`src/rtl/bwc_pkg.sv`:
```
package bwc_pkg;

    // lattice sides and input fields
    localparam int SIDE_W    = 7;
    localparam logic [SIDE_W-1:0] MAX_SIDE   = 7'd64;
    localparam logic [SIDE_W-1:0] SIDE_RESET = 7'd8;
    localparam int OP_W      = 16;
    localparam int LEG_W     = 4;
    localparam int IN_DATA_W = 24;

    // bond space: up to four planes of lx*ly bonds
    localparam int AREA_W = 2 * SIDE_W;
    localparam int BOND_W = AREA_W + 2;

    // remainder unit: DIV_STEP restoring steps per cycle
    localparam int DIV_W     = BOND_W;
    localparam int DIV_STEP  = 4;
    localparam int DIV_CYC   = DIV_W / DIV_STEP;
    localparam int DIV_CNT_W = $clog2(DIV_CYC);
    localparam logic [DIV_CNT_W-1:0] DIV_LAST = DIV_CNT_W'(DIV_CYC - 1);

    // hop counters
    localparam int CNT_W     = 17;
    localparam logic [CNT_W-1:0] CNT_MAX = '1;
    localparam int N_HOP     = 8;
    localparam int HOP_IDX_W = 3;
    typedef logic [HOP_IDX_W-1:0] hop_idx_t;
    localparam hop_idx_t IDX_LEFT  = 3'd0;
    localparam hop_idx_t IDX_RIGHT = 3'd2;
    localparam hop_idx_t IDX_UP    = 3'd4;
    localparam hop_idx_t IDX_DOWN  = 3'd6;
    localparam hop_idx_t TOP_OFS   = 3'd1;

    // result arithmetic
    localparam int WIND_W     = 18;
    localparam int SCL_W      = 27;
    localparam int PROD_W     = 2 * SCL_W;
    localparam int SUM_W      = PROD_W + 1;
    localparam int RHO_TT_W   = 47;
    localparam int RHO_W      = 48;
    localparam int OUT_DATA_W = 216;

    // configuration port
    localparam int CFG_ADDR_W = 1;
    localparam int CFG_DATA_W = 7;
    localparam logic [CFG_ADDR_W-1:0] REG_SIZE_X = 1'b0;
    localparam logic [CFG_ADDR_W-1:0] REG_SIZE_Y = 1'b1;

    localparam int QUEUE_DEPTH_DEF = 4;

    // classified hop event passed from front to back
    typedef struct packed {
        logic     last;
        logic     bump;
        hop_idx_t idx;
    } hop_evt_t;

    typedef enum logic [1:0] {
        F_IDLE,
        F_CLASS,
        F_DIV,
        F_PUSH
    } front_state_t;

    typedef enum logic [1:0] {
        B_RUN,
        B_SCALE,
        B_MULT,
        B_SUM
    } back_state_t;

    // zero reads as one, large values as MAX_SIDE
    function automatic logic [SIDE_W-1:0] clamp_side(input logic [SIDE_W-1:0] v);
        logic [SIDE_W-1:0] r;
        if (v == '0) begin
            r = SIDE_W'(1);
        end else if (v > MAX_SIDE) begin
            r = MAX_SIDE;
        end else begin
            r = v;
        end
        return r;
    endfunction

endpackage

```
`src/rtl/bwc_queue.sv`:
```
module bwc_queue
    import bwc_pkg::*;
#(
    parameter int DEPTH = QUEUE_DEPTH_DEF
) (
    input  logic     aclk,
    input  logic     aresetn,
    input  logic     push_valid,
    output logic     push_ready,
    input  hop_evt_t push_evt,
    output logic     pop_valid,
    input  logic     pop_ready,
    output hop_evt_t pop_evt
);

    localparam int PTR_W = (DEPTH > 1) ? $clog2(DEPTH) : 1;
    localparam int FILL_W = $clog2(DEPTH + 1);
    localparam logic [PTR_W-1:0] PTR_LAST = PTR_W'(DEPTH - 1);

    hop_evt_t            slot_reg [DEPTH];
    logic [PTR_W-1:0]    wr_ptr_reg, rd_ptr_reg;
    logic [FILL_W-1:0]   fill_reg;
    logic                do_push, do_pop;

    assign push_ready = fill_reg != FILL_W'(DEPTH);
    assign pop_valid  = fill_reg != '0;
    assign pop_evt    = slot_reg[rd_ptr_reg];
    assign do_push    = push_valid && push_ready;
    assign do_pop     = pop_valid && pop_ready;

    // pointers and fill level
    always_ff @(posedge aclk) begin
        if (!aresetn) begin
            wr_ptr_reg <= '0;
            rd_ptr_reg <= '0;
            fill_reg   <= '0;
        end else begin
            if (do_push) begin
                wr_ptr_reg <= (wr_ptr_reg == PTR_LAST) ? '0 : wr_ptr_reg + PTR_W'(1);
            end
            if (do_pop) begin
                rd_ptr_reg <= (rd_ptr_reg == PTR_LAST) ? '0 : rd_ptr_reg + PTR_W'(1);
            end
            if (do_push && !do_pop) begin
                fill_reg <= fill_reg + FILL_W'(1);
            end else if (do_pop && !do_push) begin
                fill_reg <= fill_reg - FILL_W'(1);
            end
        end
    end

    // slot storage
    always_ff @(posedge aclk) begin
        if (do_push) slot_reg[wr_ptr_reg] <= push_evt;
    end

endmodule

```
`config.mk`:
```
export PLATFORM = sky130hd
export DESIGN_NAME = bwc_queue
export DESIGN_NICKNAME = d
export VERILOG_FILES = /design/src/rtl/bwc_pkg.sv /design/src/rtl/bwc_queue.sv
export SDC_FILE = /design/constraint.sdc
export NUM_CORES = 1
export LEC_CHECK = 0
export BUFFER_PORTS_ARGS = -buffer_cell sky130_fd_sc_hd__clkbuf_2
export CORE_ASPECT_RATIO = 2
export CORE_MARGIN = 5
export CORE_UTILIZATION = 35
export DETAILED_ROUTE_END_ITERATION = 6
export PLACE_DENSITY = 0.61
export SETUP_SLACK_MARGIN = 0.05
export SLEW_MARGIN = 20
export SYNTH_ARGS = -nofsm -noshare
export SYNTH_HDL_FRONTEND = slang
export SYNTH_SLANG_ARGS = --single-unit
```
`constraint.sdc`:
```
create_clock -name aclk -period 3.8 [get_ports aclk]
set_clock_uncertainty 0.1 [all_clocks]
set_input_delay 0.57 -clock aclk [delete_from_list [all_inputs] [get_ports aclk]]
set_output_delay 0.57 -clock aclk [all_outputs]
set_load 0.05 [all_outputs]
```
# Word level (Yosys, flattened, before mapping)
# Memories as Yosys holds them, arrays and structs flattened. A register that Yosys moved wholly into a read port is not among the register bits.
# Index checks and enable logic that the tools add are counted.
word_totals:
  memories: 1
  reg_bits: 7
  inputBits: 9
  elab_cells: 27
  ram_bits: 20
classes:
  n_eq_ne: 3
  n_addsub: 4
  reduce_logical: 8
  mux: 8
memory_table:
  columns: ["memory", "depth", "word_bits", "rd", "rd_ports_with_merged_regs", "wr", "line", "source"]
  rows:
  - ["slot_reg", 4, 5, 1, 1, 1, "bwc_queue.sv:20", "hop_evt_t slot_reg [DEPTH];"]
op_table:
  columns: ["op", "n"]
  rows:
  - ["$mux W2", 4]
  - ["$mux W3", 2]
  - ["$add A2 B1 Y2 const B", 2]
  - ["$eq A2 B2 Y1 const B", 2]
  - ["$logic_and A1 B1 Y1", 4]
  - ["$add A3 B1 Y3 const B", 1]
  - ["$ne A3 B3 Y1 const B", 1]
  - ["$reduce_bool A3 Y1", 1]
  - ["$sub A3 B1 Y3 const B", 1]
  - ["$logic_not A1 Y1", 2]
  - ["$mux W1", 2]
  - ["$reduce_bool A2 Y1", 1]

# Depth between registers and ports, before layout
depth:
  ltp_word: 6
  depth_mapped: 9

# Worst setup path after synthesis
# Ideal clock, no wire load.
synth_timing:
  kind: "register to register"
  startpoint: "reg fill_reg[0]"
  endpoint: "reg fill_reg[2]"
  path_stages_with_launch: 10
  arrival_time_ns: 2.301
  slack_ns: 1.323
  path_buffers: 1
  path_cell_list: "dfxtp_1 > or3b_1 > clkbuf_2 > and2_4 > ha_1 > inv_1 > fa_1 > xor2_1 > or3_2 > a21boi_0"
synth_between:
  elab_chain_cells: 5
  elab_cells_between_ends: 13
  cone_classes: "add/sub: 2; eq/ne: 1; mux: 2; reduce/logical: 8"
synth_lines:
  columns: ["element", "line", "source"]
  rows:
  - ["start, declared", "bwc_queue.sv:22", "logic [FILL_W-1:0] fill_reg;"]
  - ["start signal, assigned", "bwc_queue.sv:45", "fill_reg <= fill_reg + FILL_W'(1);"]
  - ["start signal, assigned", "bwc_queue.sv:47", "fill_reg <= fill_reg - FILL_W'(1);"]
  - ["$ne A3 B3 Y1 (*)", "bwc_queue.sv:25", "assign push_ready = fill_reg != FILL_W'(DEPTH);"]
  - ["via push_ready", "bwc_queue.sv:9", "output logic push_ready,"]
  - ["$logic_and A1 B1 Y1 (*)", "bwc_queue.sv:28", "assign do_push = push_valid && push_ready;"]
  - ["via do_push", "bwc_queue.sv:23", "logic do_push, do_pop;"]
  - ["$logic_not A1 Y1", "bwc_queue.sv:46", "end else if (do_pop && !do_push) begin"]
  - ["$logic_and A1 B1 Y1", "bwc_queue.sv:46", null]
  - ["$reduce_bool A2 Y1 (no source line)", null, null]
# The timed path passes the listed nets; every way through them passes the cells marked *. The select of a mux whose other input is x is not followed.
# A chain may end at the register's enable or synchronous reset.

# Final worst setup path
layout_timing:
  startpoint: "reg fill_reg[0]"
  endpoint: "reg fill_reg[2]"
layout_between:
  elab_chain_cells: 5
  elab_cells_between_ends: 13
  cone_classes: "add/sub: 2; eq/ne: 1; mux: 2; reduce/logical: 8"
layout_lines:
  columns: ["element"]
  rows:
  - ["branches (longest 5 deep; another with $sub A3 B1 Y3)"]
# Parallel ways; which one is timed is not known. The select of a mux whose other input is x is not followed.

==> results.toml <==
[detailed_routing]
postRouteAntennaNets = 0
avgRoutedWirePerCell_um = 15.1
num_vias = 658
dr.pass1.iters = 3
drc_errors = 0
viasPerCell = 5.10
routed_wirelength_um = 1950
drt_iter0_drc = 16

[clock_tree]
clkSinkCount = 29
holdBufCountCts = 0
cts-resized-gates = 0
path_clk_slew_ns = 0.06
cts-htree-levels = 2
cts_tree = "built"
post_cts_buffers = 0
clock_path_buffers = 2
cts-buffers-inserted = 5
clk_latency_ns = 0.27
root_buffer = "clkbuf_8"

[placement]
dp_hpwl_um = 1470
dp.cells = 121
gp_congestion = 0.751
place_area_mm2 = 0.00131
io_buffers = 15

[floorplan]
dieHeight_um = 92.9
die_w_um = 51.5
num_rows = 30
io_pins = 16
initial_core_util = 0.356
die_area_mm2 = 0.00478
core-area_mm2 = 0.00338

[global_route]
gr-total-overflow = 0
antenna_found_initial = 0
grt_max_degree = 12
first_global_vias = 682
track_usage = 0.0946
grt_pass1_wl_um = 3130

[yosys]
synth_cell_types = 25
synthArstFlopShare = 0
synthesis.area_mm2 = 0.00120
synth_edf_count = 20
avgSynthCellArea_um2 = 15.6
yosys_most_used_dff = "edfxtp_1"
synth-seq-cells = 29
synthCells = 77
synth_nets = 93
synth_warnings = 0
ys_seq_area_frac = 0.649

[timing]
finalSetupTns_ns = 0
rsz0062_at_grt = "false"
max_freq_mhz = 397
whs_ns = 0.401
timing.final.crit_share = 0.663
period_needed_ns = 2.52
max_slew_margin = 0.652
worst_slew_pin_slew_ns = 0.517
slew_viol_final = 0
setup_viol = 0
finalHoldViolations = 0

[layout]
largest_register_ffs = 20
diodes = 0
drive_gt1_frac = 0.351
stdcell_area_mm2 = 0.00140
areaGrowthSynthToFinish_pct = 16.0
nets = 112
finalNonFillerCells = 129

[outcome]
status = "finished, final reports clean"

[worst_setup_path]
crit_path_max_incr_delay_ns = 0.49
crit_arrival_ns = 2.62
cp_slowest_cell = "o31ai_1"
critical_path.max_fanout = 5
worstPathCellList = "o31ai_1 > ha_1 > inv_1 > fa_1 > xor2_1 > or3_2 > a21boi_0"
crit_type = "flip-flop to flip-flop"
cp.required_ns = 3.90
end_kind = "flip-flop"
startpoint_type = "flip-flop"

[job]
drv_cap = 0

[pwr]
power.total_uw = 1070
powerDensity_mw_per_mm2 = 768
leakage_uw = 0.000538
ir_drop_mv = 0.479

[min_path]
hp-class = "flip-flop to flip-flop"
-- final cells by class --
class | instances | area (um^2)
fillers | 329 | 1980
multi-input cells | 42 | 398
clock buffers | 6 | 82.6
repair buffers | 15 | 75.1
well taps | 32 | 40.0
inverters | 3 | 11.3
clock inverters | 2 | 8.76
flip-flops and latches | 29 | 781
-- report_power, final --
| part | internal [uW] | switching, uW | total [uW] |
|---|---|---|---|
| clock network | 143 | 109 | 252 |
| logic | 140 | 238 | 378 |
| registers | 393 | 49.1 | 442 |
| total | 676 | 396 | 1070 |
-- layout by cell type (no fill, tap or decap), drive strengths merged --
cell type,n
nand4,1
fa,1
xor2,1
ha,6
nand2,5
clkinv,2
or3b,1
or3,2
inv,3
edfxtp,20
xnor2,1
mux2i,2
a21boi,1
o21ai,4
and3,4
mux4,5
clkbuf,21
nor2b,1
and2,2
dfxtp,9
nand3,2
nor2,2
o31ai,1
-- stage by stage --
| step | setup slack, ns | util |
|---|---|---|
| after floorplan | 1.32 | - |
| after global placement | 1.45 | 0.386 |
| after detailed placement | 1.25 | 0.386 |
| after CTS | 1.24 | 0.413 |
| after global routing | 1.07 | 0.413 |
| final | 1.28 | 0.413 |
-- metal layers --
metal	GRT usage	wire (um)	part of all wire	vias up
li1	-	-	-	325
met1	0.0928	778	0.40	312
met2	0.155	1020	0.52	18
met3	0.0435	106	0.054	3
met4	0.0591	43	0.022	0
met5	0	0	0	-
-- worst max-delay path: cells and delay by family (launching register included) --
kind | cells | cell delay (ns)
AOI/OAI and AO/OA | 2 | 0.66
xor gates and xnor gates | 1 | 0.17
buffers and inverters | 1 | 0.07
DFF | 1 | 0.36
adders and majority gates | 2 | 0.68
and+or+nand+nor | 1 | 0.41
-- cell usage after synthesis (2+ instances only) --
| library cell | number | area, um^2 |
|---|---|---|
| edfxtp_1 | 20 | 601 |
| mux4_2 | 5 | 113 |
| o21ai_0 | 4 | 20.0 |
| ha_1 | 6 | 75.1 |
| and3_2 | 4 | 30.0 |
| nor2_1 | 2 | 7.51 |
| nand3_1 | 2 | 10.0 |
| nand2_1 | 5 | 18.8 |
| inv_1 | 3 | 11.3 |
| dfxtp_1 | 9 | 180 |
| mux2i_1 | 2 | 20.0 |
| or3_2 | 2 | 15.0 |
-- final timing paths --
check	start	end	slack, ns	depth (start not counted)
worst max-delay path	fill_reg[0]	fill_reg[2]	1.28	7
worst min-delay path	wr_ptr_reg[1]	wr_ptr_reg[1]	0.40	2
worst max register to register	fill_reg[0]	fill_reg[2]	1.28	7
worst min register to register	wr_ptr_reg[1]	wr_ptr_reg[1]	0.40	2
-- cells by family (layout without fill, tap and decap cells) --
kind of cell,Yosys count,after routing,share of synthesized area
muxes,7,7,0.110
xor gates and xnor gates,2,2,0.0146
adders and majority gates,7,7,0.0790
AOI/OAI and AO/OA,6,6,0.0291
and+or+nand+nor,20,20,0.0977
DFF,29,29,0.649
buffers and inverters,6,26,0.0208
Power figures use the tool's default switching activity.
