<file path="config.mk">
export PLATFORM = sky130hd
export DESIGN_NAME = bwc_front
export DESIGN_NICKNAME = d
export VERILOG_FILES = /design/src/rtl/bwc_pkg.sv /design/src/rtl/bwc_front.sv
export SDC_FILE = /design/constraint.sdc
export NUM_CORES = 1
export LEC_CHECK = 0
export ABC_AREA = 1
export BUFFER_PORTS_ARGS = -buffer_cell sky130_fd_sc_hd__buf_2
export CAP_MARGIN = 20
export CORE_ASPECT_RATIO = 1.75
export CORE_MARGIN = 1
export CORE_UTILIZATION = 36
export DETAILED_ROUTE_END_ITERATION = 10
export HOLD_SLACK_MARGIN = 0.08
export PLACE_DENSITY_LB_ADDON = 0.12
export SETUP_SLACK_MARGIN = 0.15
export SLEW_MARGIN = 20
export SYNTH_ARGS = -nofsm -noshare
export SYNTH_HDL_FRONTEND = slang
export SYNTH_SLANG_ARGS = --single-unit
</file>
<file path="constraint.sdc">
create_clock -name aclk -period 7.1 [get_ports aclk]
set_clock_uncertainty 0.2 [all_clocks]
set_input_delay 0.355 -clock aclk [delete_from_list [all_inputs] [get_ports aclk]]
set_output_delay 0.355 -clock aclk [all_outputs]
set_load 0.02 [all_outputs]
</file>
<file path="src/rtl/bwc_pkg.sv">
package bwc_pkg;

    // lattice sides and input fields
    localparam int SIDE_W    = 7;
    localparam logic [SIDE_W-1:0] MAX_SIDE   = 7'd64;
    localparam logic [SIDE_W-1:0] SIDE_RESET = 7'd8;
    localparam int OP_W      = 16;
    localparam int LEG_W     = 4;
    localparam int IN_DATA_W = 24;

    // bond space: up to four planes of lx*ly bonds
    localparam int AREA_W = 2 * SIDE_W;
    localparam int BOND_W = AREA_W + 2;

    // remainder unit: DIV_STEP restoring steps per cycle
    localparam int DIV_W     = BOND_W;
    localparam int DIV_STEP  = 4;
    localparam int DIV_CYC   = DIV_W / DIV_STEP;
    localparam int DIV_CNT_W = $clog2(DIV_CYC);
    localparam logic [DIV_CNT_W-1:0] DIV_LAST = DIV_CNT_W'(DIV_CYC - 1);

    // hop counters
    localparam int CNT_W     = 17;
    localparam logic [CNT_W-1:0] CNT_MAX = '1;
    localparam int N_HOP     = 8;
    localparam int HOP_IDX_W = 3;
    typedef logic [HOP_IDX_W-1:0] hop_idx_t;
    localparam hop_idx_t IDX_LEFT  = 3'd0;
    localparam hop_idx_t IDX_RIGHT = 3'd2;
    localparam hop_idx_t IDX_UP    = 3'd4;
    localparam hop_idx_t IDX_DOWN  = 3'd6;
    localparam hop_idx_t TOP_OFS   = 3'd1;

    // result arithmetic
    localparam int WIND_W     = 18;
    localparam int SCL_W      = 27;
    localparam int PROD_W     = 2 * SCL_W;
    localparam int SUM_W      = PROD_W + 1;
    localparam int RHO_TT_W   = 47;
    localparam int RHO_W      = 48;
    localparam int OUT_DATA_W = 216;

    // configuration port
    localparam int CFG_ADDR_W = 1;
    localparam int CFG_DATA_W = 7;
    localparam logic [CFG_ADDR_W-1:0] REG_SIZE_X = 1'b0;
    localparam logic [CFG_ADDR_W-1:0] REG_SIZE_Y = 1'b1;

    localparam int QUEUE_DEPTH_DEF = 4;

    // classified hop event passed from front to back
    typedef struct packed {
        logic     last;
        logic     bump;
        hop_idx_t idx;
    } hop_evt_t;

    typedef enum logic [1:0] {
        F_IDLE,
        F_CLASS,
        F_DIV,
        F_PUSH
    } front_state_t;

    typedef enum logic [1:0] {
        B_RUN,
        B_SCALE,
        B_MULT,
        B_SUM
    } back_state_t;

    // zero reads as one, large values as MAX_SIDE
    function automatic logic [SIDE_W-1:0] clamp_side(input logic [SIDE_W-1:0] v);
        logic [SIDE_W-1:0] r;
        if (v == '0) begin
            r = SIDE_W'(1);
        end else if (v > MAX_SIDE) begin
            r = MAX_SIDE;
        end else begin
            r = v;
        end
        return r;
    endfunction

endpackage

</file>
<file path="src/rtl/bwc_front.sv">
module bwc_front
    import bwc_pkg::*;
(
    input  logic                 aclk,
    input  logic                 aresetn,
    input  logic [SIDE_W-1:0]    lx,
    input  logic [SIDE_W-1:0]    ly,
    input  logic                 s_tvalid,
    output logic                 s_tready,
    input  logic [IN_DATA_W-1:0] s_tdata,
    input  logic                 s_tlast,
    output logic                 push_valid,
    input  logic                 push_ready,
    output hop_evt_t             push_evt
);

    front_state_t           state_reg, state_next;
    logic [OP_W-1:0]        op_reg;
    logic [LEG_W-1:0]       leg_a_reg, leg_c_reg;
    logic                   last_reg;
    logic                   dir_lo_reg, layer_reg;
    logic [DIV_W-1:0]       num_reg;
    logic [SIDE_W-1:0]      rem_reg;
    logic [DIV_CNT_W-1:0]   step_reg;

    logic                   off_diag, hop_lo, hop_hi, in_range, countable;
    logic                   layer, x_cand, y_edge;
    logic [BOND_W-1:0]      bond, p1, p2, p3, p4, lx_b, x_num;
    logic [AREA_W-1:0]      area;
    hop_idx_t               y_idx;
    logic [SIDE_W-1:0]      rem_c;
    logic [DIV_W-1:0]       num_c;
    logic [SIDE_W:0]        rem_w;

    // bond classification of the held beat
    always_comb begin
        off_diag  = op_reg[0] && (op_reg[OP_W-1:1] != '0);
        bond      = BOND_W'(op_reg[OP_W-1:1]) - BOND_W'(1);
        area      = AREA_W'(lx) * AREA_W'(ly);
        p1        = BOND_W'(area);
        p2        = p1 << 1;
        p3        = p2 + p1;
        p4        = p1 << 2;
        lx_b      = BOND_W'(lx);
        hop_lo    = ({1'b0, leg_a_reg} + 5'd1) == {1'b0, leg_c_reg};
        hop_hi    = ({1'b0, leg_c_reg} + 5'd1) == {1'b0, leg_a_reg};
        in_range  = bond < p4;
        countable = off_diag && (hop_lo || hop_hi) && in_range;
        layer     = ((bond >= p1) && (bond < p2)) || (bond >= p3);
        // x boundary only possible in the first plane of each layer
        x_cand    = bond < p2;
        y_edge    = layer ? ((bond >= p4 - lx_b) && (bond < p4))
                          : ((bond >= p3 - lx_b) && (bond < p3));
        x_num     = (layer ? (bond - p1) : bond) + BOND_W'(1);
        y_idx     = (hop_lo ? IDX_DOWN : IDX_UP) + (layer ? TOP_OFS : '0);
    end

    // restoring remainder steps, DIV_STEP bits per cycle
    always_comb begin
        rem_c = rem_reg;
        num_c = num_reg;
        rem_w = '0;
        for (int i = 0; i < DIV_STEP; i++) begin
            rem_w = {rem_c, num_c[DIV_W-1]};
            num_c = num_c << 1;
            if (rem_w >= {1'b0, lx}) begin
                rem_w = rem_w - {1'b0, lx};
            end
            rem_c = rem_w[SIDE_W-1:0];
        end
    end

    // outputs per state
    always_comb begin
        s_tready   = 1'b0;
        push_valid = 1'b0;
        push_evt   = '{last: last_reg, bump: 1'b0, idx: y_idx};
        unique case (state_reg)
            F_IDLE: begin
                s_tready = 1'b1;
            end
            F_CLASS: begin
                if (!(countable && x_cand)) begin
                    push_evt.bump = countable && y_edge;
                    push_valid    = push_evt.bump || last_reg;
                end
            end
            F_DIV: begin
            end
            F_PUSH: begin
                push_evt.bump = (rem_reg == '0);
                push_evt.idx  = (dir_lo_reg ? IDX_LEFT : IDX_RIGHT)
                              + (layer_reg ? TOP_OFS : '0);
                push_valid    = push_evt.bump || last_reg;
            end
            default: begin
            end
        endcase
    end

    // next state
    always_comb begin
        state_next = state_reg;
        unique case (state_reg)
            F_IDLE: begin
                if (s_tvalid) state_next = F_CLASS;
            end
            F_CLASS: begin
                if (countable && x_cand) begin
                    state_next = F_DIV;
                end else if (!push_valid || push_ready) begin
                    state_next = F_IDLE;
                end
            end
            F_DIV: begin
                if (step_reg == DIV_LAST) state_next = F_PUSH;
            end
            F_PUSH: begin
                if (!push_valid || push_ready) state_next = F_IDLE;
            end
            default: state_next = F_IDLE;
        endcase
    end

    // control state
    always_ff @(posedge aclk) begin
        if (!aresetn) begin
            state_reg <= F_IDLE;
            step_reg  <= '0;
        end else begin
            state_reg <= state_next;
            if (state_reg == F_DIV) begin
                step_reg <= step_reg + DIV_CNT_W'(1);
            end else begin
                step_reg <= '0;
            end
        end
    end

    // beat and remainder payload
    always_ff @(posedge aclk) begin
        if (state_reg == F_IDLE && s_tvalid) begin
            op_reg    <= s_tdata[OP_W-1:0];
            leg_a_reg <= s_tdata[OP_W+LEG_W-1:OP_W];
            leg_c_reg <= s_tdata[OP_W+2*LEG_W-1:OP_W+LEG_W];
            last_reg  <= s_tlast;
        end
        if (state_reg == F_CLASS) begin
            num_reg    <= x_num;
            rem_reg    <= '0;
            dir_lo_reg <= hop_lo;
            layer_reg  <= layer;
        end else if (state_reg == F_DIV) begin
            num_reg <= num_c;
            rem_reg <= rem_c;
        end
    end

endmodule

</file>
== Word level (Yosys, flattened, before mapping) ==
Cells that the tools add are included.
Cells by class
  add/subtract/negate cells: 15
  multipliers: 1
  order comparisons: 11
  eq/ne operators: 8
  muxes and demuxes: 23
  reduce and logical (&&, ||, !) cells: 21
Operator list (count)
  16-bit >= comparator: 3
  16-bit two-way mux: 3
  8-bit by 7-bit >= comparator with 1-bit output: 4
  16-bit less-than comparator: 2
  16-bit by 7-bit subtractor with 16-bit output: 2
  7-bit two-way mux: 4
  7-bit subtractor: 4
  15-bit by 14-bit adder with 16-bit output: 1
  16-bit by 1-bit adder with 16-bit output, second input constant: 1
  16-bit by 14-bit >= comparator with 1-bit output: 1
  16-bit by 15-bit less-than comparator with 1-bit output: 1
  15-bit by 1-bit subtractor with 16-bit output, second input constant: 1
  16-bit by 14-bit subtractor with 16-bit output: 1
  15-bit nonzero test: 1
  7-bit by 7-bit multiplier with 14-bit output: 1
  2-bit two-way mux: 6
  4-bit by 1-bit adder with 5-bit output, second input constant: 2
  5-bit by 4-bit equality test with 1-bit output: 2
  1-bit logical AND: 9
  2-bit case mux with 4 select lines: 1
  7-bit logical NOT: 1
  2-bit equality test, second input constant: 3
  1-bit two-way mux: 6
  1-bit logical OR: 5
  other kinds (11): 14
Storage, ports and cells
  register bits: 54

== Longest topological paths before layout ==
  depth in word-level cells: 15
  mapped depth: 50
  depth with buffers taken out: 48

== Worst setup path after synthesis ==
OpenSTA, ideal clock, no wires.
  path kind: input port to flip-flop
  start point: input port lx[1]
  end point: register rem_reg[4]
  setup time: 0.070 ns
  arrival time: 7.597 ns
  data required time: 6.830 ns
  path slack: -0.767 ns
  stages: 48
  buffers on the path: 4
  cells stage by stage: clkbuf_1 > inv_1 > fa_1 > a21o_1 > a21oi_1 > nor2_1 > nor2_1 > o21ai_0 > nand2_1 > o211ai_1 > clkbuf_1 > mux2_2 > ha_1 > a21oi_1 > o21ai_0 > a21oi_1 > inv_1 > a21oi_1 > [12 not listed] > o21ai_0 > a211oi_1 > o21a_1 > nand2_1 > inv_1 > nand2_1 > o21ai_0 > ha_1 > nand2_1 > nor2_1 > a211oi_1 > o21ai_0 > a211oi_1 > o211ai_1 > buf_2 > a21oi_1 > o21ai_0 > a21oi_1
Between the ends
  word-level cells in the longest chain between the ends: 8
  elaborated cells on any way between the ends: 12
Ends and longest elaborated chain
  start: declaration: RTL line bwc_front.sv:6  | input logic [SIDE_W-1:0] lx,
  7-bit subtractor / 8-bit by 7-bit >= comparator with 1-bit output (equally long branches): RTL line bwc_front.sv:67, bwc_front.sv:66
  7-bit two-way mux: RTL line bwc_front.sv:66  | if (rem_w >= {1'b0, lx}) begin
  7-bit subtractor / 8-bit by 7-bit >= comparator with 1-bit output (equally long branches): RTL line bwc_front.sv:67, bwc_front.sv:66
  7-bit two-way mux: RTL line bwc_front.sv:66
  7-bit subtractor / 8-bit by 7-bit >= comparator with 1-bit output (equally long branches): RTL line bwc_front.sv:67, bwc_front.sv:66
  7-bit two-way mux: RTL line bwc_front.sv:66
  7-bit subtractor / 8-bit by 7-bit >= comparator with 1-bit output (equally long branches): RTL line bwc_front.sv:67, bwc_front.sv:66
  7-bit two-way mux (*): RTL line bwc_front.sv:66
  end signal: assignment: RTL line bwc_front.sv:155  | rem_reg <= rem_c;
  end: declaration: RTL line bwc_front.sv:23  | logic [SIDE_W-1:0] rem_reg;
Every way passes the cells marked *; elsewhere a longest branch is shown, timed or not.
A chain may end at the register's enable or synchronous reset.

== Final worst setup path ==
  start point: input port lx[0]
  end point: output port push_valid
Between the ends
  word-level cells in the longest chain between the ends: 10
  elaborated cells on any way between the ends: 22
Ends and longest elaborated chain
  7-bit by 7-bit multiplier with 14-bit output: RTL line bwc_front.sv:39  | area = AREA_W'(lx) * AREA_W'(ly);
  15-bit by 14-bit adder with 16-bit output: RTL line bwc_front.sv:42  | p3 = p2 + p1;
  16-bit by 7-bit subtractor with 16-bit output: RTL line bwc_front.sv:53  | : ((bond >= p3 - lx_b) && (bond < p3));
  16-bit >= comparator: RTL line bwc_front.sv:53
  1-bit logical AND: RTL line bwc_front.sv:53
  1-bit two-way mux: RTL line bwc_front.sv:52  | y_edge = layer ? ((bond >= p4 - lx_b) && (bond < p4))
  1-bit logical AND: RTL line bwc_front.sv:84  | push_evt.bump = countable && y_edge;
  1-bit logical OR: RTL line bwc_front.sv:85  | push_valid = push_evt.bump || last_reg;
  1-bit two-way mux (*): RTL line bwc_front.sv:83  | if (!(countable && x_cand)) begin
  1-bit case mux with 2 select lines (*): RTL line bwc_front.sv:78  | unique case (state_reg)
  end: declaration: RTL line bwc_front.sv:12  | output logic push_valid,
Marks and branches as above.

==> summary.md <==
| Metric | Value |
|---|---|
| Status | `finished, violations left` |
| Failing checks | `setup timing` |
| Num rows | `81` |
| CP Capture Point | `push_valid` |
| CP Data Required Time | `6.55 ns` |
| Synth Instances | `1453` |
| Synthesized Nets | `1702` |
| Seq/Total Area, Yosys | `14.8%` |
| WP data arrival | `6.95 ns` |
| Clock-pin slew on the worst setup and hold paths | `0.07 ns` |
| Synthesized area per cell | `7.02 µm²` |
| Max Slew Vio Count | `0` |
| DR WL/cell | `15.4 µm` |
| Ant. Diodes | `0` |
| Fin nets | `2093` |
| Drt first-iter violations | `366` |
| FMAX | `133 MHz` |
| Final setup viols | `22` |
| Reg2Reg Depth | `48` |
| I/O pin count | `50` |
| Slew @ Worst Pin | `0.983 ns` |
| Synth cell types | `58` |
| CP peak stage delay | `0.54 ns` |
| Clk sinks | `54` |
| Yosys reg bits | `54` |
| Clock Latency Late Sink | `0.31 ns` |
| Final Hold Viols | `0` |
| Vias | `10800` |
| WP depth | `40` |
| WL final | `34200 µm` |
| PortBufs | `49` |
| Worst Setup SP | `lx[0]` |
| Detailed Routing Iterations Pass 1 | `4` |
| CP Capture Type | `primary output` |
| Residual DRC count | `0` |
| Dpl ws | `-0.962 ns` |
| Largest net degree at the start of global routing | `29` |
| CP max-delay cell | `fa_1` |
| Crit path time final | `7.51 ns` |
| Largest cells by area after synthesis | `ha_1 21%, nand2_1 13%, edfxtp_1 13%, inv_1 8.5%, fa_1 6.1%` |
| CTS Buffer Depth | `2` |
| Final worst path period share | `106%` |
| Most used cell along the critical path | `nand2_2` |
| Critical path buffer and inverter count | `10` |
| CTS tree | `yes` |
| Min-Delay Path Class | `in2reg` |
| Root buf cell | `clkbuf_16` |
| Initial Utilization | `36.6%` |
| Worst slew margin | `33.9%` |
| Reg-to-Reg End | `rem_reg[0]` |
| R2r setup slk | `-0.03 ns` |
| First-pass GRT wire length | `53900 µm` |
| Reg2reg start | `num_reg[15]` |
| YS warnings | `0` |
| CTS H-tree depth | `2` |
| Gpl congestion | `0.873` |
| Global Route Usage Sum | `24.3%` |
| Unrepaired setup endpoints after global routing | `yes` |
| Die height | `225 µm` |
| Vias in the first global route | `11100` |
| Crit-path leading delay family | `adder cells` |
| TritonCTS Buffers | `5` |
| Antenna Violating Nets Remaining | `0` |
| Vias per inst | `4.86` |
| PnR worst setup slack | `-0.407 ns` |
| Die Area | `29000 µm²` |
| Post-synth top area cell | `ha_1` |
| Maximum fanout along the worst path | `4` |
| Dpl hpwl | `28200 µm` |
| Area growth, synth to finish | `46.3%` |
| Worst setup SP type | `input pin` |
| Core Region | `27900 µm²` |
| Critical setup path kind | `in2out` |
| DIE WIDTH | `129 µm` |
| Layout cell share with drive strength beyond 1 | `34.5%` |
| Initial antenna violation count | `1` |
| Mapped Area | `10200 µm²` |
| Grt total ovfl | `0` |
| Max-cap violations | `0` |
| Synth top area share | `21.5%` |
## placed cells by master, fill, tap and decap left out, drive strengths merged, types with 2 or more instances in the layout
cell type / count
a2111oi: 2
a211oi: 7
a21o: 4
a21oi: 97
a31oi: 12
and2: 2
buf: 380
clkbuf: 7
clkinvlp: 2
dfxtp: 11
dlygate4sd3: 25
edfxtp: 43
fa: 31
ha: 175
inv: 238
nand2: 383
nand3: 88
nand3b: 4
nand4: 23
nor2: 106
nor3: 13
nor4: 3
o211ai: 5
o21a: 3
o21ai: 63
o21bai: 6
o22ai: 2
or2: 2
xnor2: 24
xor2: 70
## worst reg2reg max path, delay by kind of cell, from the launching register on
kind	cells	cell delay, ns
AOI/OAI and AO/OA	22	3.24
adders and majority gates	5	1.16
buffers and inverters	9	0.90
and+or+nand+nor	11	0.85
DFF	1	0.40
muxes	1	0.32
## per-stage QoR
step                      utilization, %  area (µm²)  cells  hold slack, ns  TNS (ns)
after CTS                           51.4       14300   2199           0.113     -2.09
final                               53.6       14900   2218           0.116     -3.12
after global placement              47.1       13100   2117           0.218    -11.63
after global routing                53.6       14900   2218           0.126    -13.96
after detailed placement            47.1       13100   2117           0.226    -13.95
after floorplan                        -       10600   1453           0.205    -0.151
## kinds of logic (layout without fill, tap and decap cells)
| logic type | Yosys count | count (layout) | synth area share, % |
|---|---|---|---|
| AND/OR/NAND/NOR | 625 | 626 | 27.4 |
| buffers and inverters | 262 | 653 | 10.1 |
| AO/OA/AOI/OAI | 211 | 211 | 11.8 |
| adder cells (fa/ha/maj) | 206 | 206 | 27.5 |
| XOR/XNOR | 94 | 94 | 8.14 |
| flip-flops | 54 | 54 | 14.8 |
| multiplexers | 1 | 1 | 0.110 |
## synth_stat cells (all sizes together)
master   count
nand2      382
inv        238
ha         175
nor2       106
a21oi       97
nand3       88
xor2        70
o21ai       63
edfxtp      43
fa          31
xnor2       24
nand4       23
nor3        13
a31oi       12
clkbuf      12
buf         11
dfxtp       11
a211oi       7
o21bai       6
o211ai       5
a21o         4
nand3b       4
nor4         3
o21a         3
a2111oi      2
and2         2
o22ai        2
or2          2
a21boi       1
a221o        1
a22oi        1
a311oi       1
a31o         1
and3         1
clkinv       1
mux2         1
o2111ai      1
o211a        1
o221a        1
o221ai       1
o31ai        1
or3          1
## layer usage
| layer | routed length (µm) | track usage (%) | vias up |
|---|---|---|---|
| li1 | - | - | 5518 |
| met1 | 11600 | 21.8 | 5000 |
| met2 | 20000 | 51.1 | 167 |
| met3 | 486 | 1.40 | 97 |
| met4 | 2100 | 13.9 | 0 |
| met5 | 0 | 0 | - |
## how the worst min path moves through the flow
stage	startpoint	endpoint	slack, ns	cells after the start
2_1_floorplan	step_reg[0]	step_reg[0]	0.20	1
3_3_place_gp	step_reg[0]	step_reg[0]	0.22	1
3_5_place_dp	step_reg[0]	step_reg[0]	0.23	1
4_1_cts	aresetn	state_reg[0]	0.11	3
5_1_grt	aresetn	step_reg[1]	0.13	2
6_report	aresetn	state_reg[0]	0.12	3
## what timing repair did
item                                    in CTS  in global routing
pin swaps                                   64                 64
buffers inserted                            47                 18
cloned                                       2                  1
resized for setup                          105                106
endpoints found under the hold margin       25                  0
hold buffers                                25                  0
endpoints found under the setup margin      27                 28
## area by class of cell
cell class | instances | area [µm²]
tap | 373 | 467
fill | 2715 | 12900
sequential | 54 | 1510
clock buffer | 6 | 139
inverter | 239 | 916
multi-input combinational | 1138 | 8700
timing repair buffer | 406 | 3180
clock inverter | 2 | 16.3
Power is not shown: default switching activity piles up to over one toggle a cycle in this logic, so the estimate is an artifact.
